[config.mk]
export PLATFORM = sky130hd
export DESIGN_NAME = sprite_entry_tile_expander
export DESIGN_NICKNAME = d
export VERILOG_FILES = /design/src/design/setx_pkg.sv /design/src/design/setx_tile_gen.sv /design/src/design/sprite_entry_tile_expander.sv
export SDC_FILE = /design/constraint.sdc
export NUM_CORES = 1
export LEC_CHECK = 0
export BUFFER_PORTS_ARGS = -buffer_cell sky130_fd_sc_hd__buf_2
export CELL_PAD_IN_SITES_DETAIL_PLACEMENT = 1
export CELL_PAD_IN_SITES_GLOBAL_PLACEMENT = 2
export CORE_ASPECT_RATIO = 0.9
export CORE_MARGIN = 8
export CORE_UTILIZATION = 35
export CTS_CLUSTER_DIAMETER = 150
export DETAILED_ROUTE_END_ITERATION = 16
export GPL_ROUTABILITY_DRIVEN = 0
export HOLD_SLACK_MARGIN = 0.03
export PLACE_DENSITY_LB_ADDON = 0.1
export SYNTH_ARGS = -nofsm -noshare
export SYNTH_HDL_FRONTEND = slang
export SYNTH_HIERARCHICAL = 1
export SYNTH_SLANG_ARGS = --single-unit
[constraint.sdc]
create_clock -name i_clk -period 5.3 [get_ports i_clk]
set_clock_uncertainty 0.15 [all_clocks]
set_input_delay 0.265 -clock i_clk [delete_from_list [all_inputs] [get_ports i_clk]]
set_output_delay 0.265 -clock i_clk [all_outputs]
set_load 0.05 [all_outputs]
[src/design/setx_pkg.sv]
// ----------------------------------------------------------------------------
// setx_pkg
// Shared types, constants and decode helpers for the sprite tile expander.
// ----------------------------------------------------------------------------
package setx_pkg;

    // layer masks per priority, and the mask for the top colours
    localparam logic [15:0] MASK_PRIO0 = 16'hff00;
    localparam logic [15:0] MASK_PRIO1 = 16'hfff0;
    localparam logic [15:0] MASK_PRIO2 = 16'hfffc;
    localparam logic [15:0] MASK_PRIO3 = 16'hfffe;
    localparam logic [15:0] MASK_TOP   = 16'h0000;

    // colours at and above this value are drawn over every layer
    localparam logic [5:0] COLOR_TOP   = 6'h38;

    // vertical origin of the sprite y coordinate
    localparam logic [7:0] Y_ORIGIN    = 8'd240;

    // horizontal offset applied to the x position
    localparam logic [9:0] X_BIAS      = 10'd15;

    // quadrant index of the final tile of a 2x2 sprite
    localparam logic [1:0] QUAD_LAST   = 2'd3;

    // decoded sprite entry, held while its tiles go out
    typedef struct packed {
        logic [15:0] code;      // low two bits already cleared for 2x2
        logic [5:0]  palette;
        logic        flip_x;
        logic        flip_y;
        logic        single;
        logic [8:0]  xpos;
        logic [7:0]  ypos;      // already mapped to (240 - y) mod 256
        logic [15:0] mask;
    } t_entry;

    // one tile draw command
    typedef struct packed {
        logic [15:0] tile_code;
        logic [5:0]  palette;
        logic        flip_x;
        logic        flip_y;
        logic [9:0]  screen_x;
        logic [8:0]  screen_y;
        logic [15:0] layer_mask;
        logic        last_tile;
    } t_tile;

    // priority to layer mask
    function automatic logic [15:0] prio_mask(input logic [1:0] prio);
        logic [15:0] m;
        case (prio)
            2'd0:    m = MASK_PRIO0;
            2'd1:    m = MASK_PRIO1;
            2'd2:    m = MASK_PRIO2;
            2'd3:    m = MASK_PRIO3;
            default: m = MASK_PRIO0;
        endcase
        return m;
    endfunction

endpackage

[src/design/setx_tile_gen.sv]
// ----------------------------------------------------------------------------
// setx_tile_gen
// Builds one tile draw command from a decoded entry and a quadrant index.
// ----------------------------------------------------------------------------
module setx_tile_gen (
    input  setx_pkg::t_entry i_entry,
    input  logic [1:0]       i_quad,
    output setx_pkg::t_tile  o_tile
);

    logic row;
    logic col;
    logic qc;
    logic qr;

    // screen order: index bit 1 is the row, bit 0 the column
    assign row = i_quad[1] & ~i_entry.single;
    assign col = i_quad[0] & ~i_entry.single;

    // quadrant picked in flip order
    assign qc = col ^ i_entry.flip_x;
    assign qr = row ^ i_entry.flip_y;

    always_comb begin
        o_tile.palette    = i_entry.palette;
        o_tile.flip_x     = i_entry.flip_x;
        o_tile.flip_y     = i_entry.flip_y;
        o_tile.layer_mask = i_entry.mask;

        if (i_entry.single) begin
            o_tile.tile_code = i_entry.code;
            o_tile.last_tile = 1'b1;
        end else begin
            // low bits are zero, so the offset add is a plain concatenation
            o_tile.tile_code = {i_entry.code[15:2], qc, qr};
            o_tile.last_tile = (i_quad == setx_pkg::QUAD_LAST);
        end

        o_tile.screen_x = {1'b0, i_entry.xpos} - setx_pkg::X_BIAS
                          + {6'd0, col, 3'd0};
        o_tile.screen_y = {1'b0, i_entry.ypos} + {5'd0, row, 3'd0};
    end

endmodule

[src/design/sprite_entry_tile_expander.sv]
// ----------------------------------------------------------------------------
// sprite_entry_tile_expander
// Expands one sprite table entry into one or four 8x8 tile draw commands.
// ----------------------------------------------------------------------------
// A request is taken when start is high and busy is low. A single-tile sprite
// produces one command, a 2x2 sprite four, one per clock in screen order, each
// shown for exactly one cycle with o_valid high; the receiver cannot stall.
// A request is registered into the held entry, and each command is registered
// again on its way out. One output port paces the block, and
// a new request is taken in the same cycle the previous sprite's last tile is
// generated, so requests can follow each other with no gap.
module sprite_entry_tile_expander (
    input  logic        i_clk,
    input  logic        i_rst_n,
    input  logic        start,
    output logic        busy,
    input  logic [15:0] i_attr_y_word,
    input  logic [15:0] i_x_color_word,
    input  logic [15:0] i_tile_number,
    output logic        o_valid,
    output logic [15:0] o_tile_code,
    output logic [5:0]  o_palette,
    output logic        o_flip_x,
    output logic        o_flip_y,
    output logic [9:0]  o_screen_x,
    output logic [8:0]  o_screen_y,
    output logic [15:0] o_layer_mask,
    output logic        o_last_tile
);

    setx_pkg::t_entry r_entry;
    setx_pkg::t_entry n_entry;
    logic             r_active;
    logic             n_active;
    logic [1:0]       r_quad;
    logic [1:0]       n_quad;
    logic             r_valid;
    setx_pkg::t_tile  r_tile;
    setx_pkg::t_tile  tile;
    logic             accept;
    logic [5:0]       color;

    // tile for the current quadrant
    setx_tile_gen u_tile_gen (
        .i_entry (r_entry),
        .i_quad  (r_quad),
        .o_tile  (tile)
    );

    // free once the last tile of the held entry is being generated
    assign busy   = r_active & ~tile.last_tile;
    assign accept = start & ~busy;

    // entry decode
    assign color = i_x_color_word[14:9];
    always_comb begin
        n_entry.palette = color;
        n_entry.flip_x  = i_attr_y_word[14];
        n_entry.flip_y  = i_attr_y_word[15];
        n_entry.single  = i_attr_y_word[11];
        n_entry.xpos    = i_x_color_word[8:0];
        n_entry.ypos    = setx_pkg::Y_ORIGIN - i_attr_y_word[7:0];
        n_entry.code    = i_attr_y_word[11] ? i_tile_number
                                            : {i_tile_number[15:2], 2'b00};
        n_entry.mask    = (color >= setx_pkg::COLOR_TOP)
                          ? setx_pkg::MASK_TOP
                          : setx_pkg::prio_mask(i_attr_y_word[13:12]);
    end

    // sequencing of the quadrants
    always_comb begin
        n_active = r_active;
        n_quad   = r_quad;
        if (r_active) begin
            if (tile.last_tile) begin
                n_active = 1'b0;
            end else begin
                n_quad = r_quad + 2'd1;
            end
        end
        if (accept) begin
            n_active = 1'b1;
            n_quad   = 2'd0;
        end
    end

    // control registers
    always_ff @(posedge i_clk) begin
        if (!i_rst_n) begin
            r_active <= 1'b0;
            r_quad   <= 2'd0;
            r_valid  <= 1'b0;
        end else begin
            r_active <= n_active;
            r_quad   <= n_quad;
            r_valid  <= r_active;
        end
    end

    // payload registers
    always_ff @(posedge i_clk) begin
        if (accept) begin
            r_entry <= n_entry;
        end
        if (r_active) begin
            r_tile <= tile;
        end
    end

    assign o_valid      = r_valid;
    assign o_tile_code  = r_tile.tile_code;
    assign o_palette    = r_tile.palette;
    assign o_flip_x     = r_tile.flip_x;
    assign o_flip_y     = r_tile.flip_y;
    assign o_screen_x   = r_tile.screen_x;
    assign o_screen_y   = r_tile.screen_y;
    assign o_layer_mask = r_tile.layer_mask;
    assign o_last_tile  = r_tile.last_tile;

endmodule
==> results.txt, run 1 <==
- Run status: finished, final reports clean
- Master cell of the clock root buffer: clkbuf_16
* Category of the worst setup path capture point: flip-flop
* # Max-Cap Violations: 0
- Fmax achieved: 0.4501 GHz
- Data arrives at the worst endpoint at 2050 ps.
- Share of the yosys chip area belonging to registers: 79.93%
- Worst-Skew Late Latency: 330 ps
- Counting the buffers created by CTS gives 9.
- Post-synthesis average cell area: 17.99 sq um
- Setup repair after global routing left no endpoint under its margin.
- Placed wire-length estimate: 5.169 mm
- The hold violation total from the final report is 0.
* DRC errors left: 0
- Leaving out fill and tap cells, the most frequent cell in the layout is buf_2.
* Crit share post-route: 41.92%
* Part of the power in the clock network: 34.6%
- Global routing used 10.32% of the available tracks.
* Via count of the first global-routing pass: 2381
* FFs w/ async S/R, synth: 0%
- H-tree level count: 3
- Yosys printed 6 warnings.
- The synthesized netlist occupies a cell area of 0.004083 sq mm.
- Slew of the pin with the lowest slew margin: 812.2 ps
* Largest voltage drop on the vdd net: 153.8 uV
- Internal power: 1.439 mW
- Global route total overflow: 0
* Required @ worst endpoint: 5130 ps
- Along the worst path, the maximum fanout reaches 35.
* Most frequently used flop master after synthesis: edfxtp_1
- Wire length of the first global-routing pass: 12.12 mm
* Area growth from synthesis to final layout: 26.51%
- Relative slew slack: 45.85%
- Setup Crit Path Kind: flip-flop to flip-flop
- Number of I/O port buffers: 108
- Number of endpoints failing setup at the final stage: 0
- The path class of the tightest hold or removal check is input pin to flip-flop.
- Most used cells in the layout excluding fill and tap cells: buf_2 (108), edfxtp_1 (106), dlygate4sd3_1 (34), xnor2_1 (11), clkbuf_16 (9)
- Using the TritonRoute via totals, the vias-per-cell ratio works out to 4.159.
- Pin placement for this block handled 113 I/O pins.
* Fraction of layout instances using a drive strength above 1: 37.57%
- Maximum number of pins on one net before global-route repair: 62
- Antenna diode count: 0
- Violation count after the first detailed-route iteration: 75
- The number of nets handed over by synthesis was 283.
- Antenna violation net count after detailed routing: 0
- Number of core rows: 37
* Final-layout setup total negative slack: 0 ps
- Maximum clock insertion buffer count: 2
* Final routed wire length divided by cell count: 15.15 um
- CTS saw 110 sinks.
- 1st-pass router iterations: 4
- Proportion of power drawn by flip-flops and latches: 54.7%
- STA classifies the critical path startpoint as a flip-flop.
- The floorplan step defined a die boundary enclosing 0.01538 sq mm.
- # nets final: 397
- Net switching is 23.80% of the power.
* Wire length reported by the detailed router: 7.606 mm
* Starting utilization of the core area: 35.85%
- Share of total power in combinational logic: 10.7%
- Time the final worst path needs with I/O delays and setup: 2222 ps
- Power density cells: 365.5 mW/mm^2
- Number of antenna violations at the first check in global routing: 0
- Width of the chip: 129.8 um
* Core area: 0.01139 sq mm
- Cells after Synth: 227
- Clock transition time at the flip-flop clock pins of the worst setup and hold paths: 70 ps
- Filler instances: 1158
- Detailed-route via count: 2088
- The number of max-slew violations in the final report came to 0.
- Count of buffers added by post-CTS timing repair for setup: 0
* Net switching power: 0.4493 mW
- Hold is met by 63.41 ps.
- TritonCTS built the clock tree.
* Post-synth EDFFs: 106
* Leakage power summed over all cells: 1.983 nW
- The die is 118.5 um tall.
* Distinct cell type count of the synthesized netlist: 28
* Post-synthesis sequential element count: 110
==> registers in the layout, summed over array words and instances, names as in the netlist <==
register / count
o_flip_x: 1
o_flip_y: 1
o_last_tile: 1
o_layer_mask: 16
o_palette: 6
o_screen_x: 10
o_screen_y: 9
o_tile_code: 16
o_valid: 1
r_active: 1
r_entry: 46
r_quad: 2
==> power by group through the flow <==
stage / clock, mW / combinational (mW) / sequential (mW)
floorplan: 0 / 0.0525 / 1.15
global placement: 0 / 0.184 / 1.05
detailed placement: 0 / 0.187 / 1.05
CTS: 0.681 / 0.207 / 1.03
global route: 0.711 / 0.217 / 1.04
finish: 0.653 / 0.202 / 1.03
==> worst max-delay path, cell delays in order (launching register included) <==
cell and delay, ps:
edfxtp_1 460, a21o_1 130, nand2b_1 160, inv_1 130
nor2_4 300, buf_4 500
==> synth_stat cells (3+ instances only) <==
master,n,area (sq um)
xor2_1,7,61.31
nand2_1,8,30.03
buf_4,41,307.8
and2_1,4,25.02
xnor2_1,11,96.34
dfxtp_1,4,80.08
nor2_1,5,18.77
ha_1,5,62.56
inv_1,6,22.52
nand3_1,6,30.03
a21oi_1,3,15.01
edfxtp_1,106,3183
==> cells by family after synthesis <==
logic type | share of synthesized area, %
xor gates and xnor gates | 3.861
adders and majority gates | 1.532
DFF | 79.93
and+or+nand+nor | 5.302
other | 0.09185
buffers and inverters | 8.091
AOI/OAI and AO/OA | 1.195
==> path summary, 6_finish.rpt <==
path                         end  slack (ps)  cells past startpoint              from
setup / recovery     r_entry[56]        3080                      5       r_entry[33]
hold reg to reg   o_tile_code[8]         270                      0       r_entry[50]
hold / removal       r_entry[42]          60                      2  i_tile_number[0]
setup reg to reg     r_entry[56]        3080                      5       r_entry[33]
==> final cells by class <==
cell class	instances	area (sq um)	share of cell area [%]
clock buffers	9	225.2	4.360
flip-flops and latches	110	3264	63.20
repair buffers	144	895.9	17.34
clock inverters	7	65.06	1.260
multi-input cells	70	496.7	9.617
inverters	6	22.52	0.4360
well taps	156	195.2	3.779
==> repair_timing <==
action | in CTS | in global routing
resized for setup | 0 | 0
endpoints found under the hold margin | 34 | 0
hold buffers | 34 | 0
==> through the flow <==
stage,area [sq um],setup slack [ps],utilization (%),std cells,power (mW)
finish,5165,3078,45.35,502,1.888
global route,5165,2842,45.35,502,1.967
CTS,5165,3000,45.35,502,1.922
detailed placement,4534,3017,39.82,452,1.240
global placement,4534,3097,39.82,452,1.235
floorplan,4083,1044,-,227,1.200
==> routing by layer <==
| layer | part of all wire (%) | vias to the layer above | global-route usage, % |
|---|---|---|---|
| li1 | - | 1015 | - |
| met1 | 40 | 999 | 11.05 |
| met2 | 50 | 66 | 17.79 |
| met3 | 8.1 | 8 | 4.360 |
| met4 | 1.3 | 0 | 3.698 |
| met5 | 0 | - | 0 |
Power figures use the tool's default switching activity.
==> inputs of run 2 (changes only) <==
--- a/config.mk
+++ b/config.mk
@@ -10,7 +10,7 @@
 export CELL_PAD_IN_SITES_GLOBAL_PLACEMENT = 2
 export CORE_ASPECT_RATIO = 0.9
 export CORE_MARGIN = 8
-export CORE_UTILIZATION = 35
+export CORE_UTILIZATION = 33
 export CTS_CLUSTER_DIAMETER = 150
 export DETAILED_ROUTE_END_ITERATION = 16
 export GPL_ROUTABILITY_DRIVEN = 0
==> constraint.sdc (replaced) <==
create_clock -name i_clk -period 1.9 [get_ports i_clk]
set_clock_uncertainty 0.15 [all_clocks]
set_input_delay 0.095 -clock i_clk [delete_from_list [all_inputs] [get_ports i_clk]]
set_output_delay 0.095 -clock i_clk [all_outputs]
set_load 0.05 [all_outputs]
==> run 2 against run 1 <==
Compared with the run above:
- flip-flop and latch count unchanged
- register-to-register slack got worse by 3000 ps
- via count increased by 1.9%
- first-iteration DRC count increased by 41%
- clock power increased to 2.7 times the previous value
- die area increased by 5.3%
- fmax increased by 19%
- sequential power increased to 2.8 times the previous value
==> results.txt, run 2 (synthesis results as in run 1) <==
- Entering global routing, the biggest net connects 62 pins.
- Time the final worst path needs with I/O delays and setup: 1865 ps
- In this run the tool buffered the top-level ports with 108 buffer cells.
- Flip-flop count of the largest register, all copies and words added: 46
* Worst r2r dst: o_screen_x[8]
* Worst-Skew Late Latency: 340 ps
- Count of buffers added by post-CTS timing repair for setup: 0
* Final hold slack: 270.7 ps
- Area growth from synthesis to final layout: 31.96%
* Critical path data arrival time: 1810 ps
- The startpoint identified for the worst register-to-register timing path is r_entry[33].
* Floorplan die area: 0.01619 sq mm
* Starting utilization of the core area: 33.81%
- The library cell used most frequently in the layout, excluding fill and tap cells, is buf_2.
- Via count of the first global-routing pass: 2377
* Setup repair after global routing missed its margin: yes
* Die Height: 121.5 um
- Summed over all cells, the static leakage comes to 2.082 nW.
- The path with the worst hold slack has its endpoint at o_palette[5].
- The post-route netlist has 38.63% of its cells at a drive strength greater than 1.
* Largest voltage drop on the vdd net: 481.9 uV
- Final routed wire length divided by cell count: 14.60 um
- # Max-Cap Violations: 0
- DRC errors left: 0
* Most used cells in the layout excluding fill and tap cells: buf_2 (107), edfxtp_1 (106), dlygate4sd3_1 (46), xnor2_1 (11), clkbuf_16 (9)
* Register ranked first by flip-flop count: r_entry
* Category of the worst setup path capture point: flip-flop
* Required @ worst endpoint: 1840 ps
* Type of origin of the critical path: flip-flop
- CTS built an H-tree with a depth of 3.
- After routing the design area is 0.005388 sq mm.
* Antenna violation net count after detailed routing: 0
- Crit share post-route: 98.18%
- Hold violation count in the final report: 0
- The floorplan has 38 rows.
- Beginning of the worst hold path: r_entry[41]
- The first global-routing pass estimated 12.33 mm of wire.
* IO Count: 113
- Global route total overflow: 0
- TritonCTS Sinks: 110
- Setup slack on the worst reg-to-reg path comes out at 30 ps.
* Wire length reported by the detailed router: 7.664 mm
* Fmax achieved: 0.5361 GHz
- Number of CTS-inserted buffers: 9
- Width of the chip: 133.2 um
* Antenna diode count: 0
* Placed wire-length estimate: 5.184 mm
- Core area: 0.01208 sq mm
- After detailed routing, the number of vias per cell comes to 4.051.
- Worst-path maximum fanout: 3
- Tightest Hold Check Type: flip-flop to flip-flop
- Number of antenna violations at the first check in global routing: 0
- TritonCTS built the clock tree.
- Power spread over the standard cell area amounts to 977.5 mW/mm^2.
- Maximum clock insertion buffer count: 2
- In the global route stage, overall resource usage came out at 9.909%.
* Cell area after placement: 0.004624 sq mm
- Detailed-route via count: 2127
- The number of max-slew violations in the final report is 0.
* Number of endpoints failing setup at the final stage: 0
- The critical path is of the flip-flop to flip-flop type.
- In this run, the number of DRC markers left after iteration 0 of detailed routing was 106.
* Master cell of the clock root buffer: clkbuf_16
* # nets final: 416
- The most critical setup path has its startpoint at r_entry[33].
- Cell depth of the worst min-delay path: 0
- Number of cells traversed by the worst register-to-register path: 5
- After clock tree synthesis, the clock-pin slew on the worst setup and hold paths is 70 ps.
- Run status: finished, final reports clean
* 1st-pass router iterations: 4
-- run 2: worst max-delay path by stage --
stage / endpoint / slack, ps
floorplan: r_entry[14] / -440
global placement: o_screen_x[8] / 50
detailed placement: o_screen_x[8] / 20
CTS: o_screen_x[8] / 8
global route: o_screen_x[8] / -60
finish: o_screen_x[8] / 30
-- run 2: area by class of cell --
cell class / count / area [sq um]
Inverter: 6 / 22.52
Fill cell: 1238 / 6689
Tap cell: 160 / 200.2
Sequential cell: 110 / 3267
Clock inverter: 7 / 60.06
Multi-Input combinational cell: 70 / 509.2
Clock buffer: 9 / 225.2
Timing Repair Buffer: 163 / 1104
-- run 2: metal layers --
layer | routed length (um) | global-route usage (%) | vias to the layer above
met4 | 105 | 3.784 | 0
li1 | - | - | 1052
met3 | 703 | 4.594 | 9
met5 | 0 | 0 | -
met1 | 3151 | 10.96 | 988
met2 | 3704 | 16.47 | 78
-- run 2: metrics by stage --
step / power [mW] / util [%] / setup TNS [ps] / setup WS (ps) / std cells
6_report: 5.266 / 44.61 / 0 / 34.67 / 525
5_1_grt: 5.487 / 44.61 / -57.52 / -57.52 / 525
4_1_cts: 5.352 / 44.52 / 0 / 8.200 / 525
3_5_place_dp: 3.474 / 38.29 / 0 / 23.35 / 463
3_3_place_gp: 3.468 / 38.29 / 0 / 48.43 / 463
2_1_floorplan: 3.344 / - / -20070 / -435.2 / 227
-- run 2: worst max-delay path, cell delays in order, from the launching register on --
cell and delay [ps]:
edfxtp_1 400, nor2b_1 130, ha_1 250, and3_4 190
or3b_1 360, xnor2_1 130
-- run 2: report_power, final --
| group | internal (mW) | switching [mW] |
|---|---|---|
| logic | 0.205 | 0.409 |
| registers | 2.83 | 0.0472 |
| clock network | 0.918 | 0.859 |
-- run 2: timing repair --
item	in CTS	in global routing
endpoints found under the setup margin	2	19
hold buffers	46	0
pin swaps	1	0
hold endpoints to repair	50	0
gates resized for setup	3	2
